## src/rtl/hrlp_pkg.sv

```systemverilog
`timescale 1ns / 1ps
// ----------------------------------------------------------------------------
// hrlp_pkg
// Shared constants, codes and pattern lookups for the request line parser.
// ----------------------------------------------------------------------------
package hrlp_pkg;

  localparam logic [7:0] SPACE_BYTE = 8'h20;
  localparam logic [7:0] DIGIT_ZERO = 8'd48;
  localparam logic [7:0] DIGIT_ONE  = 8'd49;

  localparam int unsigned TDATA_W = 16;

  // token numbering, saturating at TOK_MAX
  localparam logic [2:0] TOK_NONE    = 3'd0;
  localparam logic [2:0] TOK_METHOD  = 3'd1;
  localparam logic [2:0] TOK_URL     = 3'd2;
  localparam logic [2:0] TOK_VERSION = 3'd3;
  localparam logic [2:0] TOK_MAX     = 3'd4;

  // character positions of interest
  localparam logic [3:0] METHOD_LEN = 4'd3;
  localparam logic [3:0] PREFIX_LEN = 4'd5;
  localparam logic [3:0] MAJOR_POS  = 4'd5;
  localparam logic [3:0] MINOR_POS  = 4'd7;
  localparam logic [3:0] POS_MAX    = 4'd15;

  // minor digit tracking
  localparam logic [1:0] MINOR_NONE = 2'd0;
  localparam logic [1:0] MINOR_ZERO = 2'd1;
  localparam logic [1:0] MINOR_ONE  = 2'd2;
  localparam logic [1:0] MINOR_BAD  = 2'd3;

  typedef struct packed {
    logic [2:0] token_index;
    logic       inside_token;
    logic [3:0] char_position;
    logic       method_match;
    logic       prefix_match;
    logic       major_digit_ok;
    logic [1:0] minor_digit;
    logic       failed;
  } parse_state_t;

  localparam parse_state_t STATE_RESET = '0;

  function automatic logic [7:0] method_char(input logic [1:0] pos);
    logic [7:0] c;
    case (pos)
      2'd0:    c = 8'h47; // G
      2'd1:    c = 8'h45; // E
      2'd2:    c = 8'h54; // T
      default: c = 8'h00;
    endcase
    return c;
  endfunction

  function automatic logic [7:0] prefix_char(input logic [2:0] pos);
    logic [7:0] c;
    case (pos)
      3'd0:    c = 8'h48; // H
      3'd1:    c = 8'h54; // T
      3'd2:    c = 8'h54; // T
      3'd3:    c = 8'h50; // P
      3'd4:    c = 8'h2f; // /
      default: c = 8'h00;
    endcase
    return c;
  endfunction

endpackage

```

## src/rtl/http_request_line_parser.sv

```systemverilog
`timescale 1ns / 1ps
// ----------------------------------------------------------------------------
// http_request_line_parser
// Byte-stream checker for an HTTP request line with URL extraction.
// ----------------------------------------------------------------------------
// One byte per beat in, one result beat out per input beat. The parse state
// is updated from the incoming byte in a single pass and the result lands in
// one output register, so a beat is taken every cycle while the output side
// keeps up. Runs of spaces split tokens; token one must be GET, token two is
// passed out as URL bytes, token three must start HTTP/1, then any byte, then
// x with x of 0 or 1. The verdict comes with the beat carrying s_tlast, after
// which the parser is clear for a new line.
module http_request_line_parser
  import hrlp_pkg::*;
(
  input  logic               clk,
  input  logic               rst,
  input  logic               s_tvalid,
  output logic               s_tready,
  input  logic [7:0]         s_tdata,   // [7:0] line_byte
  input  logic               s_tlast,   // is_last
  output logic               m_tvalid,
  input  logic               m_tready,
  output logic [TDATA_W-1:0] m_tdata,   // [7:0] url_byte, [8] request_ok,
                                        // [9] three_tokens, [10] method_get,
                                        // [11] version_ok, [12] minor_one
  output logic               m_tuser,   // url_byte_valid
  output logic               m_tlast    // line_done
);

  parse_state_t st;
  parse_state_t st_next;
  parse_state_t upd;
  logic         accept;

  logic [7:0] url_byte_next;
  logic       url_valid_next;
  logic       request_ok_next;
  logic       three_next;
  logic       method_get_next;
  logic       version_ok_next;
  logic       minor_next;
  logic       vpass;

  assign s_tready = !m_tvalid || m_tready;
  assign accept   = s_tvalid && s_tready;

  always_comb begin
    upd            = st;
    url_byte_next  = 8'h00;
    url_valid_next = 1'b0;
    if (s_tdata == SPACE_BYTE) begin
      if (upd.inside_token) begin
        if (upd.token_index == TOK_METHOD) begin
          if (upd.char_position != METHOD_LEN) upd.method_match = 1'b0;
          if (!upd.method_match) upd.failed = 1'b1;
        end else if (upd.token_index == TOK_VERSION) begin
          if (!(upd.prefix_match && upd.major_digit_ok &&
                (upd.minor_digit == MINOR_ZERO || upd.minor_digit == MINOR_ONE)))
            upd.failed = 1'b1;
        end
        upd.inside_token = 1'b0;
      end
    end else begin
      if (!upd.inside_token) begin
        upd.inside_token  = 1'b1;
        if (upd.token_index != TOK_MAX) upd.token_index = upd.token_index + 3'd1;
        upd.char_position = 4'd0;
        if (upd.token_index == TOK_METHOD) upd.method_match = 1'b1;
        if (upd.token_index == TOK_VERSION) begin
          upd.prefix_match   = 1'b1;
          upd.major_digit_ok = 1'b0;
          upd.minor_digit    = MINOR_NONE;
        end
      end
      if (upd.token_index == TOK_METHOD) begin
        if (upd.char_position < METHOD_LEN &&
            s_tdata != method_char(upd.char_position[1:0]))
          upd.method_match = 1'b0;
      end else if (upd.token_index == TOK_URL) begin
        url_byte_next  = s_tdata;
        url_valid_next = 1'b1;
      end else if (upd.token_index == TOK_VERSION) begin
        if (upd.char_position < PREFIX_LEN) begin
          if (s_tdata != prefix_char(upd.char_position[2:0])) upd.prefix_match = 1'b0;
        end else if (upd.char_position == MAJOR_POS) begin
          upd.major_digit_ok = (s_tdata == DIGIT_ONE);
        end else if (upd.char_position == MINOR_POS) begin
          if (s_tdata == DIGIT_ZERO)     upd.minor_digit = MINOR_ZERO;
          else if (s_tdata == DIGIT_ONE) upd.minor_digit = MINOR_ONE;
          else                           upd.minor_digit = MINOR_BAD;
        end
      end
      if (upd.char_position != POS_MAX) upd.char_position = upd.char_position + 4'd1;
    end

    // end of line: close any open token, then report
    if (s_tlast && upd.inside_token) begin
      if (upd.token_index == TOK_METHOD) begin
        if (upd.char_position != METHOD_LEN) upd.method_match = 1'b0;
        if (!upd.method_match) upd.failed = 1'b1;
      end
    end
    vpass = upd.prefix_match && upd.major_digit_ok &&
            (upd.minor_digit == MINOR_ZERO || upd.minor_digit == MINOR_ONE);
    if (s_tlast && upd.inside_token && upd.token_index == TOK_VERSION && !vpass)
      upd.failed = 1'b1;

    request_ok_next = s_tlast && upd.token_index != TOK_NONE && !upd.failed;
    three_next      = s_tlast && upd.token_index >= TOK_VERSION;
    method_get_next = s_tlast && upd.token_index != TOK_NONE && upd.method_match;
    version_ok_next = s_tlast && upd.token_index >= TOK_VERSION && vpass;
    minor_next      = version_ok_next && upd.minor_digit == MINOR_ONE;

    st_next = s_tlast ? STATE_RESET : upd;
  end

  always_ff @(posedge clk) begin
    if (rst) begin
      st <= STATE_RESET;
    end else if (accept) begin
      st <= st_next;
    end
  end

  always_ff @(posedge clk) begin
    if (rst) begin
      m_tvalid <= 1'b0;
    end else if (s_tready) begin
      m_tvalid <= s_tvalid;
    end
  end

  always_ff @(posedge clk) begin
    if (accept) begin
      m_tdata <= {3'b000, minor_next, version_ok_next, method_get_next,
                  three_next, request_ok_next, url_byte_next};
      m_tuser <= url_valid_next;
      m_tlast <= s_tlast;
    end
  end

`ifndef SYNTH
  a_clear_after_line: assert property (@(posedge clk) disable iff (rst)
    accept && s_tlast |=> st.token_index == TOK_NONE && !st.inside_token && !st.failed)
    else $error("parser state not cleared after end of line");

  a_verdict_only_on_last: assert property (@(posedge clk) disable iff (rst)
    m_tvalid && !m_tlast |-> m_tdata[12:8] == 5'b00000)
    else $error("verdict bits set on a beat that is not the last");

  a_url_not_space: assert property (@(posedge clk) disable iff (rst)
    m_tvalid && m_tuser |-> m_tdata[7:0] != SPACE_BYTE)
    else $error("space passed out as a URL byte");

  a_minor_needs_version: assert property (@(posedge clk) disable iff (rst)
    m_tvalid && m_tdata[12] |-> m_tdata[11])
    else $error("minor version reported without a valid version token");

  a_ok_three_consistent: assert property (@(posedge clk) disable iff (rst)
    m_tvalid && m_tdata[8] && m_tdata[9] |-> m_tdata[10] && m_tdata[11])
    else $error("request accepted with a failing method or version");
`endif

endmodule

```

## config.mk

```make
export PLATFORM = sky130hd
export DESIGN_NAME = http_request_line_parser
export DESIGN_NICKNAME = d
export VERILOG_FILES = /design/src/rtl/hrlp_pkg.sv /design/src/rtl/http_request_line_parser.sv
export SDC_FILE = /design/constraint.sdc
export NUM_CORES = 1
export LEC_CHECK = 0
export ABC_AREA = 1
export BUFFER_PORTS_ARGS = -buffer_cell sky130_fd_sc_hd__buf_2
export CORE_UTILIZATION = 30
export CTS_BUF_LIST = sky130_fd_sc_hd__clkbuf_2
export DETAILED_ROUTE_END_ITERATION = 8
export GPL_ROUTABILITY_DRIVEN = 0
export SETUP_SLACK_MARGIN = 0.4
export SKIP_LAST_GASP = 1
export SYNTH_ARGS = -nofsm -noshare
export SYNTH_HDL_FRONTEND = slang
export SYNTH_SLANG_ARGS = --single-unit
```

## constraint.sdc

```tcl
create_clock -name clk -period 6.35 [get_ports clk]
set_clock_uncertainty 0.1 [all_clocks]
set_input_delay 0.3175 -clock clk [delete_from_list [all_inputs] [get_ports clk]]
set_output_delay 0.3175 -clock clk [all_outputs]
set_load 0.01 [all_outputs]
```

* Word-level counts from Yosys, hierarchy flattened
Cells that the tools add are included.
** Storage, ports and cells
- Flip-flop bits (word level) :: 30
- Bits of input ports :: 13
- Output and inout bits :: 20
- Word-level logic and storage cells :: 134
** Operators by class
- Add/sub/neg operators :: 2
- $lt $le $gt $ge :: 3
- Equality and inequality tests :: 30
- Mux-type cells :: 58
- Bitwise operators :: 1
- Reductions and logical operators :: 27
** Operators with widths (count)
- 8-bit 2-to-1 mux :: 7
- 1-bit 2-to-1 mux :: 31
- 4-bit 2-to-1 mux :: 7
- 7-bit case mux with 4 select lines :: 1
- 13-bit 2-to-1 mux :: 2
- 8-bit by 6-bit equality test with 1-bit output, second input constant :: 3
- 3-bit by 2-bit equality test with 1-bit output, second input constant :: 7
- 7-bit case mux with 3 select lines :: 1
- 8-bit != test :: 2
- 3-bit by 1-bit equality test with 1-bit output, second input constant :: 5
- 1-bit logical AND :: 15
- 3-bit 2-to-1 mux :: 5
- 14-bit 2-to-1 mux :: 1
- 4-bit by 3-bit equality test with 1-bit output, second input constant :: 2
- 4-bit by 2-bit != test with 1-bit output, second input constant :: 2
- 2-bit by 1-bit equality test with 1-bit output, second input constant :: 3
- 2-bit equality test, second input constant :: 3
- 2-bit 2-to-1 mux :: 3
- 4-bit by 1-bit adder with 4-bit output, second input constant :: 1
- 4-bit by 2-bit less-than comparator with 1-bit output, second input constant :: 1
- 4-bit by 3-bit less-than comparator with 1-bit output, second input constant :: 1
- 4-bit != test, second input constant :: 1
- 2-bit OR reduction :: 2
- 3-bit by 1-bit adder with 3-bit output, second input constant :: 1
- other kinds (10) :: 14

* Logic depth before layout (Yosys ltp)
Gate-level depths: netlist of run 1.
- Depth after elaboration :: 31
- Depth in mapped cells :: 20
- Gate-level depth less buffers :: 20

* Worst setup path after synthesis of run 1
No wires, ideal clock.
- Path kind :: reg-to-reg
- Start point :: register st[10] (netlist name)
- End point :: register m_tdata[8], data pin
- Library setup time :: 0.264 ns
- Arrival :: 2.141 ns
- Required time :: 5.986 ns
- Path slack :: 3.846 ns
- Stages on the path, launching flop included :: 16
- Buffers on the path :: 1
- Period minus slack after synthesis :: 2.504 ns
- Cell sequence :: dfxtp_1 -> buf_4 -> nand2_2 -> inv_2 -> ha_1 -> inv_1 -> nor4_2 -> nand3_2 -> o21ai_1 -> inv_1 -> ha_1 -> inv_1 -> nand3_1 -> o21ai_1 -> nand2_1 -> nor2_1
** Between the ends
- Longest elaborated chain between the ends :: 24
- Elaborated cells between the ends (all ways) :: 73
- Classes of those cells :: add/sub (1); order compare (2); eq/ne (19); mux (37); reduce/logical (14)
** Ends and longest elaborated chain
- start: declaration :: RTL line http_request_line_parser.sv:31 : parse_state_t st;
- start signal: assignment :: RTL line http_request_line_parser.sv:122 : st <= st_next;
- 13-bit 2-to-1 mux :: RTL line http_request_line_parser.sv:65 : if (!upd.inside_token) begin
- 13-bit 2-to-1 mux :: RTL line http_request_line_parser.sv:52 : if (s_tdata == SPACE_BYTE) begin
- 3-bit by 2-bit equality test with 1-bit output / 3-bit by 1-bit equality test with 1-bit output (equally long branches) :: RTL line hrlp_pkg.sv:60 : case (pos)
- 2-bit OR reduction (no source line)
- 7-bit case mux with 4 select lines :: RTL line hrlp_pkg.sv:60
- 8-bit 2-to-1 mux :: RTL line http_request_line_parser.sv:84 : if (upd.char_position < PREFIX_LEN) begin
- 8-bit 2-to-1 mux :: RTL line http_request_line_parser.sv:83 : end else if (upd.token_index == TOK_VERSION) begin
- 8-bit 2-to-1 mux :: RTL line http_request_line_parser.sv:80 : end else if (upd.token_index == TOK_URL) begin
- (+8 left out)
- 4-bit 2-to-1 mux :: RTL line http_request_line_parser.sv:52
- 1-bit logical AND (2 in a row) :: RTL line http_request_line_parser.sv:104 : vpass = upd.prefix_match && upd.major_digit_ok &&
- 1-bit logical NOT :: RTL line http_request_line_parser.sv:106 : if (s_tlast && upd.inside_token && upd.token_index == TOK_VERSION && !vpass)
- 1-bit logical AND :: RTL line http_request_line_parser.sv:106
- 1-bit 2-to-1 mux :: RTL line http_request_line_parser.sv:106
- 1-bit logical NOT :: RTL line http_request_line_parser.sv:109 : request_ok_next = s_tlast && upd.token_index != TOK_NONE && !upd.failed;
- 1-bit logical AND * :: RTL line http_request_line_parser.sv:109
- named net request_ok_next :: RTL line http_request_line_parser.sv:38 : logic request_ok_next;
- end signal: assignment :: RTL line http_request_line_parser.sv:136 : m_tdata <= {3'b000, minor_next, version_ok_next, method_get_next,
- end: declaration :: RTL line http_request_line_parser.sv:24 : output logic [TDATA_W-1:0] m_tdata,
The timed path passes the listed nets; every way through them passes the cells marked *. The select of a mux whose other input is x is not followed.
A chain may end at the register's enable or synchronous reset.

* Worst setup path in the final report of run 1
Same ends and word-level chain as after synthesis.

==> results.md, run 1 <==
* Status: finished clean
* Clk sinks at 30
* Clock Pin Slew Worst Setup and Hold Paths at 0.17 ns
* Worst-path cell chain: nand2_2 > inv_2 > ha_1 > inv_1 > nor4_2 > nand3_2 > o21ai_1 > inv_1 > ha_1 > inv_1 > nand3_1 > o21ai_1 > nand2_1 > nor2_1
* Vias/cell at 4.57
* Max Freq at 337 MHz
* DR DRC count at 0
* Setup TNS at 0 ns
* Number of max-cap violations at 0
* Hold_buf cts at 0
* H-tree depth at 2
* Fill cells at 740
* Maximum vdd drop at 0.0000446 V
* Vias in the first global route at 1908
* Crit path max fanout at 12
* Total grt overflow at 0
* RSZ-0062 raised after global routing: no
* Maximum root-to-sink buffer count at 2
* Num ports at 33
* Post-synth EDFFs at 15
* Max-slew violation count at 0
* Data arrival, critical path at 3.13 ns
* Hold endpoint: m_tlast
* First-pass GRT wire length at 8650 um
* Cell area after layout at 0.00245 sq mm
* HP Class: input port to flop
* Asr flop ratio synth at 0%
* Met3 usage at 3.20%
* Post-DP HPWL at 3970 um
* Mapped cell area at 0.00220 sq mm
* Flops & latches, synth at 30
* Post_cts resized at 0
* Starting Density at 31.6%
* Critical path type: flop to flop
* Post-Syn Instances at 321
* Routed wire length at 5140 um
* Area Growth Syn to Fin at 11.3%
* Drt wl/cell at 11.5 um
* Slowest-stage cell, CP: dfxtp_1
* Gr usage total at 14.5%
* Slowest stage delay, CP at 0.63 ns
* Minimum clock period at 2.97 ns
* Busiest grt layer: met2
* Placed inst area at 0.00240 sq mm
* Reg2reg setup slack at 3.38 ns
* Setup violators final at 0
* Worst slew margin at 56.7%
* Synth Flop Type: edfxtp_1
* Required @ worst endpoint at 6.51 ns
* Number of port buffers at 29
* Num CTS Buffers at 5
* WHS Path Cells at 1
* Die ar. at 0.00767 sq mm
* Crit path buf inv count at 4
* Depth of the most critical reg-to-reg path at 14
* Met2 usage in global routing at 23.6%
* Least-Margin Pin Slew at 0.649 ns
* Crit path max-delay family: simple AND/OR/NAND/NOR gates
* Startpoint Class: flop
* Synth Warn # at 0
* Largest net degree at the start of global routing at 24
* Setup bufs post-CTS at 0
* Endpoints failing hold at 0
* Die W at 87.6 um
* Vias at 2045
* Final worst-path cycle share at 46.7%
* Area contributors post-synth: edfxtp_1, nand2_1, dfxtp_1
* Hold Startpoint: s_tlast
* Core area at 0.00694 sq mm
* 1st-iter DRT viols at 98
* Share of layout cells above drive strength 1 at 20.8%
* Reg2reg start: st[10]
* Antenna violations before repair at 0
* Row count at 30
* Leak at 0.00120 uW
* NumNets Final at 374
* Die Height at 87.6 um
* PD cells at 164 mW/mm^2
* Root Buffer: clkbuf_2
* Remaining antenna violation count at 0
* Syn_area_per_cell at 6.84 sq um
* Worst path most repeated cell: inv_1
* Antenna Cells at 0
* Met1 usage at 18.3%
* Top cell type's share of synthesized area at 20.5%
* Post-synthesis sequential area ratio at 34.2%
* Yosys cell types at 38
* Crit end category: flop
* Worst-skew pair later-pin latency at 0.38 ns
* Pre-antenna DRT Iters at 4
* Worst r2r dst: m_tdata[8]
* Synth area leader: edfxtp_1
* CTS tree: done
## state kept, by name, indices dropped and copies added, names as in the netlist
register	flops
m_tdata	13
m_tuser	1
m_tlast	1
m_tvalid	1
st	14
## logic make-up (layout without fill, tap and decap cells)
group | after synthesis | after routing | share of synthesized area [%]
other cells | 1 | 3 | 0.171
flops | 30 | 30 | 34.2
fa+ha+maj | 11 | 11 | 6.26
buf+inv | 56 | 84 | 11.2
simple gates | 187 | 187 | 38.2
xor+xnor | 1 | 1 | 0.399
compound gates | 35 | 35 | 9.57
## final cells by class
| type | instances | area [sq um] | area share [%] |
|---|---|---|---|
| Tap cell | 96 | 120 | 4.91 |
| Clock inverter | 3 | 16.3 | 0.665 |
| Multi-Input combinational cell | 237 | 1210 | 49.4 |
| Sequential cell | 30 | 751 | 30.7 |
| Timing Repair Buffer | 30 | 153 | 6.24 |
| Inverter | 46 | 174 | 7.11 |
| Clock buffer | 5 | 25.0 | 1.02 |
## where the power goes
| group | internal [uW] | switching (uW) |
|---|---|---|
| Combinational | 29.2 | 57.6 |
| Sequential | 214 | 5.43 |
| Clock | 25.0 | 70.5 |
## cell usage after synthesis, types with 2 or more instances
cell type and instances:
a21oi_1 19, buf_4 5, buf_6 2, clkbuf_1 2
dfxtp_1 15, edfxtp_1 15, ha_1 11, inv_1 35
inv_2 10, nand2_1 95, nand2_2 8, nand3_1 28
nand3_2 2, nand4_1 6, nor2_1 33, nor2_2 3
nor3_1 2, o21ai_1 5, o21ai_2 4, o31ai_1 2
or2_2 2
## metal layers
| layer | wire [um] | part of all wire (%) |
|---|---|---|
| met5 | 0 | 0 |
| met4 | 114 | 2.2 |
| met3 | 222 | 4.3 |
| met2 | 2330 | 45 |
| met1 | 2480 | 48 |
## through the flow
step | setup slack [ns] | hold WS, ns | cells | util, % | total power (uW)
2_1_floorplan | 3.85 | 0.287 | 323 | - | 285
3_3_place_gp | 3.53 | 0.361 | 439 | 34.6 | 309
3_5_place_dp | 3.41 | 0.363 | 439 | 34.6 | 310
4_1_cts | 3.39 | 0.0723 | 447 | 35.2 | 407
5_1_grt | 3.00 | 0.0808 | 447 | 35.2 | 424
6_report | 3.38 | 0.103 | 447 | 35.2 | 401
## worst reg2reg max path: cells and delay by family, from the launching register on
family / cells / cell delay (ns)
buf+inv: 4 / 0.35
simple gates: 6 / 0.95
fa+ha+maj: 2 / 0.48
flops: 1 / 0.63
compound gates: 2 / 0.34
## cell usage in the layout, fill, tap and decap left out, types with 2 or more instances in the layout
master | netlist | routed
clkbuf_2 | 0 | 5
dfxtp_1 | 15 | 15
nand3_2 | 2 | 2
edfxtp_1 | 15 | 15
ha_1 | 11 | 11
buf_2 | 1 | 29
o31ai_1 | 2 | 2
a21oi_1 | 19 | 19
clkinv_2 | 1 | 2
nand2_2 | 8 | 8
or2_2 | 2 | 2
o21ai_1 | 5 | 5
nand4_1 | 6 | 6
nand2_1 | 95 | 95
inv_1 | 35 | 35
nor2_2 | 3 | 3
conb_1 | 1 | 3
nor2_1 | 33 | 33
o21ai_2 | 4 | 4
inv_2 | 10 | 10
nor3_1 | 2 | 2
nand3_1 | 28 | 28
## worst max-delay path by stage
stage | start | endpoint | slack, ns | depth (start not counted)
after detailed placement | st[10] | st[0] | 3.41 | 15
final | st[10] | m_tdata[8] | 3.38 | 14
after global placement | st[10] | st[0] | 3.53 | 15
after CTS | st[10] | m_tdata[8] | 3.39 | 14
after floorplan | st[10] | m_tdata[8] | 3.85 | 15
after global routing | st[10] | st[0] | 3.00 | 15
Note: power is estimated with default switching activity, not from simulation.
==> inputs of run 2 (changes only) <==
- clock period: 6.35 -> 2.6 ns (I/O delays scaled with it)
==> run 2 against run 1 <==
Compared with the run above: sequential power grew 140%; maximum frequency grew 17%; routed wire length grew 10%; critical path depth grew 2; sequential cell count unchanged; power increased to 2.8 times the previous value; utilization increased by 6.4 points; count of clock-buffer cells in the layout unchanged; clock power grew to 3.5 times the previous value; register-to-register slack got worse by 3.3 ns; final cell count up 6.7%; final area grew 18%; critical endpoint is now m_tdata[11]; largest cell class unchanged; highest routed layer unchanged.
==> results.md, run 2 (same netlist as run 1, synthesis figures left out) <==
* Status: finished clean (unchanged)
* Share of layout cells above drive strength 1 at 32.5% (was 20.8%)
* Antenna Cells at 0 (unchanged)
* Setup violators final at 0 (unchanged)
* Vias/cell at 4.61 (was 4.57)
* Setup TNS at 0 ns (unchanged)
* Max Freq at 393 MHz (was 337 MHz)
* Hold slack at 0.0127 ns (was 0.103 ns)
* Root Buffer: clkbuf_2 (unchanged)
* Most frequent cells in the layout: nand2_1, nor2_1, inv_1, buf_2, nand3_1 (was nand2_1, inv_1, nor2_1, buf_2, nand3_1)
* Cell area after layout at 0.00289 sq mm (was 0.00245 sq mm)
* Area Growth Syn to Fin at 31.4% (was 11.3%)
* Leak at 0.00140 uW (was 0.00120 uW)
* Gr usage total at 15.3% (was 14.5%)
* Number of max-cap violations at 0 (unchanged)
* HP Class: input port to flop (unchanged)
* Endpoints failing hold at 0 (unchanged)
* Worst slew margin at 56.9% (was 56.7%)
* Depth of the most critical reg-to-reg path at 16 (was 14)
* Drt wl/cell at 11.9 um (was 11.5 um)
* Die ar. at 0.00767 sq mm (unchanged)
* Maximum vdd drop at 0.000240 V (was 0.0000446 V)
* Worst-skew pair later-pin latency at 0.40 ns (was 0.38 ns)
* CTS tree: done (unchanged)
* DR DRC count at 0 (unchanged)
* Reg2reg setup slack at 0.05 ns (was 3.38 ns)
* NumNets Final at 404 (was 374)
* Commonest non-fill, non-tap cell in the layout: nand2_1 (unchanged)
* Final worst-path cycle share at 97.9% (was 46.7%)
* Clock Pin Slew Worst Setup and Hold Paths at 0.20 ns (was 0.17 ns)
* Slowest-stage cell, CP: dfxtp_4 (was dfxtp_1)
* PD cells at 396 mW/mm^2 (was 164 mW/mm^2)
* Startpoint Class: flop (unchanged)
* RSZ-0062 raised after global routing: yes (was no)
* Num CTS Buffers at 5 (unchanged)
* Required @ worst endpoint at 2.65 ns (was 6.51 ns)
* Data arrival, critical path at 2.59 ns (was 3.13 ns)
* Final WS setup at 0.0549 ns (was 3.38 ns)
* Top reg by flops: st (unchanged)
* Core area at 0.00694 sq mm (unchanged)
* Starting Density at 31.6% (unchanged)
* CP endpoint: m_tdata[11] (was m_tdata[8])
* Number of port buffers at 29 (unchanged)
* Pre-CTS WS at 0.0108 ns (was 3.41 ns)
* Routed wire length at 5680 um (was 5140 um)
* Vias at 2198 (was 2045)
* Max reg flops at 14 (unchanged)
* Die Height at 87.6 um (unchanged)
* Worst r2r dst: m_tdata[11] (was m_tdata[8])
* Antenna violations before repair at 0 (unchanged)
* Remaining antenna violation count at 0 (unchanged)
* Reg2reg start: st[12] (was st[10])
* Crit path from: st[12] (was st[10])
* Crit path max fanout at 4 (was 12)
* Vias in the first global route at 1921 (was 1908)
* Largest regs: st x14, m_tdata x13 (unchanged)
* Least-Margin Pin Slew at 0.646 ns (was 0.649 ns)
* Clk sinks at 30 (unchanged)
* First-pass GRT wire length at 9020 um (was 8650 um)
* Critical path type: flop to flop (unchanged)
* Die W at 87.6 um (unchanged)
* DP Cell Count at 452 (was 439)
* H-tree depth at 2 (unchanged)
* Crit end category: flop (unchanged)
* Total grt overflow at 0 (unchanged)
* Pre-antenna DRT Iters at 4 (unchanged)
* Num ports at 33 (unchanged)
* Max-slew violation count at 0 (unchanged)
* Minimum clock period at 2.55 ns (was 2.97 ns)
* Maximum root-to-sink buffer count at 2 (unchanged)
* Row count at 30 (unchanged)
* 1st-iter DRT viols at 91 (was 98)
* Final Non-Filler Cells at 477 (was 447)
* Slowest stage delay, CP at 0.41 ns (was 0.63 ns)
* Post-DP HPWL at 4110 um (was 3970 um)
* Worst-path cell chain: ha_4 > ha_4 > nand3_4 > nand2_2 > inv_2 > nor2_4 > nand2_2 > inv_2 > nand3_4 > o21ai_4 > inv_2 > ha_4 > inv_4 > buf_6 > nand4_1 > inv_1 (was nand2_2 > inv_2 > ha_1 > inv_1 > nor4_2 > nand3_2 > o21ai_1 > inv_1 > ha_1 > inv_1 > nand3_1 > o21ai_1 > nand2_1 > nor2_1)
* Placed inst area at 0.00255 sq mm (was 0.00240 sq mm)
* Largest net degree at the start of global routing at 22 (was 24)
==> run 2: worst max-delay path, delay by kind of cell, from the launching register on <==
kind	cells	cell delay, ns
flip-flops	1	0.41
buffers and inverters	6	0.36
AO/OA/AOI/OAI	1	0.18
adder cells (fa/ha/maj)	3	0.70
AND/OR/NAND/NOR	6	0.55
==> run 2: final cells by class <==
type	count	area, sq um
inverter	46	180
sequential	30	762
clock inverter	3	40.0
timing repair buffer	60	398
clock buffer	5	25.0
multi-input combinational	237	1360
fill	699	4060
tap	96	120
==> run 2: layer usage <==
metal / global-route usage [%] / up-vias / wire (um)
li1: - / 1137 / -
met1: 19.7 / 990 / 2620
met2: 25.8 / 60 / 2750
met3: 2.92 / 11 / 220
met4: 5.07 / 0 / 90
met5: 0 / - / 0
==> run 2: power by group <==
part           switching [uW]  total [uW]  internal (uW)  leakage (uW)
Clock                     178         337            160     0.0000427
Combinational             168         274            107       0.00108
Sequential               10.0         531            521      0.000275
Total                     355        1140            787       0.00140
==> run 2: timing repair <==
action / 4_1_cts / 5_1_grt
setup buffers: 7 / 5
hold buffers: 5 / 0
pin swaps: 11 / 10
endpoints found under the hold margin: 7 / 0
setup endpoints to repair: 4 / 14
gates cloned: 0 / 0
resized for setup: 8 / 23
==> run 2: worst min path at each step <==
stage               cells after the start         end       start  slack [ns]
global placement                        1     m_tlast     s_tlast        0.30
global route                            3  m_tdata[7]  s_tdata[7]        0.03
finish                                  3  m_tdata[7]  s_tdata[7]        0.01
floorplan                               1      st[12]         rst        0.09
detailed placement                      1     m_tlast     s_tlast        0.30
CTS                                     3  m_tdata[7]  s_tdata[7]        0.01
==> run 2: metrics by stage <==
step	total power (uW)	util, %
after CTS	1130	39.5
after global routing	1200	41.6
after global placement	769	36.7
final	1140	41.6
after floorplan	699	-
after detailed placement	769	36.7
==> inputs of run 3 (changes only) <==
- ABC_AREA: 1 -> default
==> run 3 against run 2 <==
Compared with the run above: largest cell class unchanged; routed wire length fell by 2.7%; utilization fell by 0.52 points; synthesized cell count fell by 29%; setup slack improved by 0.019 ns.
==> results.md, run 3 <==
* Status: finished clean (unchanged)
* Die ar. at 0.00737 sq mm (was 0.00767 sq mm)
* Antenna Cells at 0 (unchanged)
* Max reg flops at 14 (unchanged)
* Clock Pin Slew Worst Setup and Hold Paths at 0.19 ns (was 0.20 ns)
* Synth Warn # at 0 (unchanged)
* Remaining antenna violation count at 0 (unchanged)
* Least-Margin Pin Slew at 0.514 ns (was 0.646 ns)
* Reg2reg start: st[11] (was st[12])
* Vias/cell at 5.06 (was 4.61)
* Num ports at 33 (unchanged)
* Crit path buf inv count at 1 (was 6)
* 1st-iter DRT viols at 163 (was 91)
* Flops & latches, synth at 30 (unchanged)
* Worst slew margin at 65.4% (was 56.9%)
* Total grt overflow at 0 (unchanged)
* Worst r2r dst: m_tdata[8] (was m_tdata[11])
* Clk sinks at 30 (unchanged)
* Final core utilization at 41.1% (was 41.6%)
* Minimum clock period at 2.53 ns (was 2.55 ns)
* Hold Startpoint: s_tdata[7] (unchanged)
* Maximum root-to-sink buffer count at 2 (unchanged)
* Post-Syn Instances at 227 (was 321)
* Number of max-cap violations at 0 (unchanged)
* NumNets Final at 310 (was 404)
* Antenna violations before repair at 0 (unchanged)
* WHS Path Cells at 2 (was 3)
* Depth of the most critical reg-to-reg path at 10 (was 16)
* Root Buffer: clkbuf_2 (unchanged)
* Mapped cell area at 0.00211 sq mm (was 0.00220 sq mm)
* Vias in the first global route at 1888 (was 1921)
* Crit path max-delay family: compound AO/OA/AOI/OAI gates (was adder cells)
* Worst-skew pair later-pin latency at 0.39 ns (was 0.40 ns)
* Setup violators final at 0 (unchanged)
* Endpoints failing hold at 0 (unchanged)
* Critical path type: flop to flop (unchanged)
* Maximum vdd drop at 0.000121 V (was 0.000240 V)
* Top reg by flops: st (unchanged)
* Worst path most repeated cell: ha_4
* Slowest-stage cell, CP: dfxtp_4 (unchanged)
* Post-synth top cells: nor2_1, nand2_1, dfxtp_1, edfxtp_1 (was nand2_1, inv_1, nor2_1, nand3_1, a21oi_1)
* Routed wire length at 5530 um (was 5680 um)
* Post-synthesis sequential area ratio at 35.6% (was 34.2%)
* Most frequent cells in the layout: buf_2, buf_4, nor2_1, nand2_1, edfxtp_1 (was nand2_1, nor2_1, inv_1, buf_2, nand3_1)
* Pre-antenna DRT Iters at 4 (unchanged)
* Startpoint Class: flop (unchanged)
* Top cell type's share of synthesized area at 21.4% (was 20.5%)
* Setup TNS at 0 ns (unchanged)
* Area Growth Syn to Fin at 32.3% (was 31.4%)
* Largest net degree at the start of global routing at 17 (was 22)
* RSZ-0062 raised after global routing: yes (unchanged)
* Post-DP HPWL at 4020 um (was 4110 um)
* Slowest stage delay, CP at 0.40 ns (was 0.41 ns)
* Die W at 85.8 um (was 87.6 um)
* Vias at 1939 (was 2198)
* CTS tree: done (unchanged)
* Crit path from: st[11] (was st[12])
* Max Freq at 396 MHz (was 393 MHz)
* Hold endpoint: m_tdata[7] (unchanged)
* Critical Path Stages at 10 (was 16)
* Share of layout cells above drive strength 1 at 38.7% (was 32.5%)
* Max-slew violation count at 0 (unchanged)
* Synth Flop Type: edfxtp_1 (unchanged)
* Crit path max fanout at 2 (was 4)
* Row count at 30 (unchanged)
* HP Class: input port to flop (unchanged)
* Drt wl/cell at 14.4 um (was 11.9 um)
* Asr flop ratio synth at 0% (unchanged)
* Core area at 0.00679 sq mm (was 0.00694 sq mm)
* Synth area leader: edfxtp_1 (unchanged)
* Post-synth EDFFs at 15 (unchanged)
* Hold slack at 0.0314 ns (was 0.0127 ns)
* Required @ worst endpoint at 2.63 ns (was 2.65 ns)
* Starting Density at 31.0% (was 31.6%)
* PD cells at 350 mW/mm^2 (was 396 mW/mm^2)
* Syn_area_per_cell at 9.29 sq um (was 6.84 sq um)
* Area contributors post-synth: edfxtp_1, dfxtp_1, ha_1 (was edfxtp_1, nand2_1, dfxtp_1)
* Reg2reg setup slack at 0.07 ns (was 0.05 ns)
* Commonest non-fill, non-tap cell in the layout: buf_2 (was nand2_1)
* Gr usage total at 15.6% (was 15.3%)
* Die Height at 85.8 um (was 87.6 um)
* First-pass GRT wire length at 8880 um (was 9020 um)
* Number of port buffers at 29 (unchanged)
* Final worst-path cycle share at 97.1% (was 97.9%)
* H-tree depth at 2 (unchanged)
* Num CTS Buffers at 5 (unchanged)
* Leak at 0.00108 uW (was 0.00140 uW)
* Crit end category: flop (unchanged)
* Data arrival, critical path at 2.56 ns (was 2.59 ns)
* Yosys cell types at 66 (was 38)
* Top-count cell post-synth: nor2_1 (was nand2_1)
* Worst-path cell chain: ha_4 > ha_4 > a21bo_4 > nor3b_4 > o21ai_2 > a21bo_2 > ha_4 > inv_2 > a311oi_2 > nor4_1 (was ha_4 > ha_4 > nand3_4 > nand2_2 > inv_2 > nor2_4 > nand2_2 > inv_2 > nand3_4 > o21ai_4 > inv_2 > ha_4 > inv_4 > buf_6 > nand4_1 > inv_1)
* DR DRC count at 0 (unchanged)
* Largest regs: st x14, m_tdata x13 (unchanged)
-- run 3: cell count changes after synthesis, moves of 8 or more --
cell | before | now
a22oi_1 | 0 | 8
o21ai_0 | 1 | 10
nand2_1 | 95 | 17
inv_1 | 35 | 12
a21oi_1 | 19 | 10
and2_1 | 1 | 12
nand3_1 | 28 | 7
nor2_1 | 33 | 19
inv_2 | 10 | 0
-- run 3: layer usage --
| layer | share of wire [%] | wire [um] | up-vias | GRT usage [%] |
|---|---|---|---|---|
| met2 | 48 | 2650 | 70 | 26.5 |
| met5 | 0 | 0 | - | 0 |
| met1 | 45 | 2470 | 906 | 18.8 |
| met3 | 5.2 | 286 | 15 | 3.85 |
| met4 | 2.3 | 127 | 0 | 6.52 |
| li1 | - | - | 948 | - |
-- run 3: cell families after synthesis --
logic type | share of synthesized area (%)
multiplexers | 1.48
flip-flops | 35.6
buffers and inverters | 7.18
AND/OR/NAND/NOR | 25.2
other | 0.178
AO/OA/AOI/OAI | 21.0
XOR/XNOR | 2.91
adder cells (fa/ha/maj) | 6.53
-- run 3: worst max path at each step --
| stage | slack [ns] | end |
|---|---|---|
| after floorplan | 0.15 | m_tdata[12] |
| after global placement | 0.06 | m_tdata[12] |
| after detailed placement | 0.02 | m_tdata[8] |
| after CTS | 0.12 | m_tdata[12] |
| after global routing | 0.005 | m_tdata[8] |
| final | 0.07 | m_tdata[8] |
-- run 3: repair_timing --
action                                 CTS  global route
buffers inserted                         9             2
pin swaps                                3             7
hold buffers                             5             0
gates resized for setup                 15            13
setup endpoints to repair               11            15
endpoints found under the hold margin    6             0
-- run 3: through the flow --
| stage | worst slack, ns | total power (uW) | cells | instance area, sq um |
|---|---|---|---|---|
| 6_report | 0.0741 | 976 | 383 | 2790 |
| 4_1_cts | 0.119 | 971 | 381 | 2710 |
| 2_1_floorplan | 0.153 | 664 | 229 | 2190 |
| 5_1_grt | 0.00548 | 1020 | 383 | 2790 |
| 3_3_place_gp | 0.0564 | 718 | 359 | 2470 |
| 3_5_place_dp | 0.0205 | 718 | 359 | 2470 |
-- run 3: final cells by class --
type                       count  area (sq um)
clock buffer                   5          25.0
clock inverter                 3          16.3
fill                         678          4000
inverter                      12          47.5
multi-input combinational    173          1390
sequential                    30           766
tap                           96           120
timing repair buffer          64           428
-- run 3: report_power, final --
| part | leakage, uW | switching [uW] | internal (uW) |
|---|---|---|---|
| clock network | 0.0000264 | 178 | 61.3 |
| logic | 0.000782 | 126 | 87.9 |
| registers | 0.000275 | 8.04 | 515 |
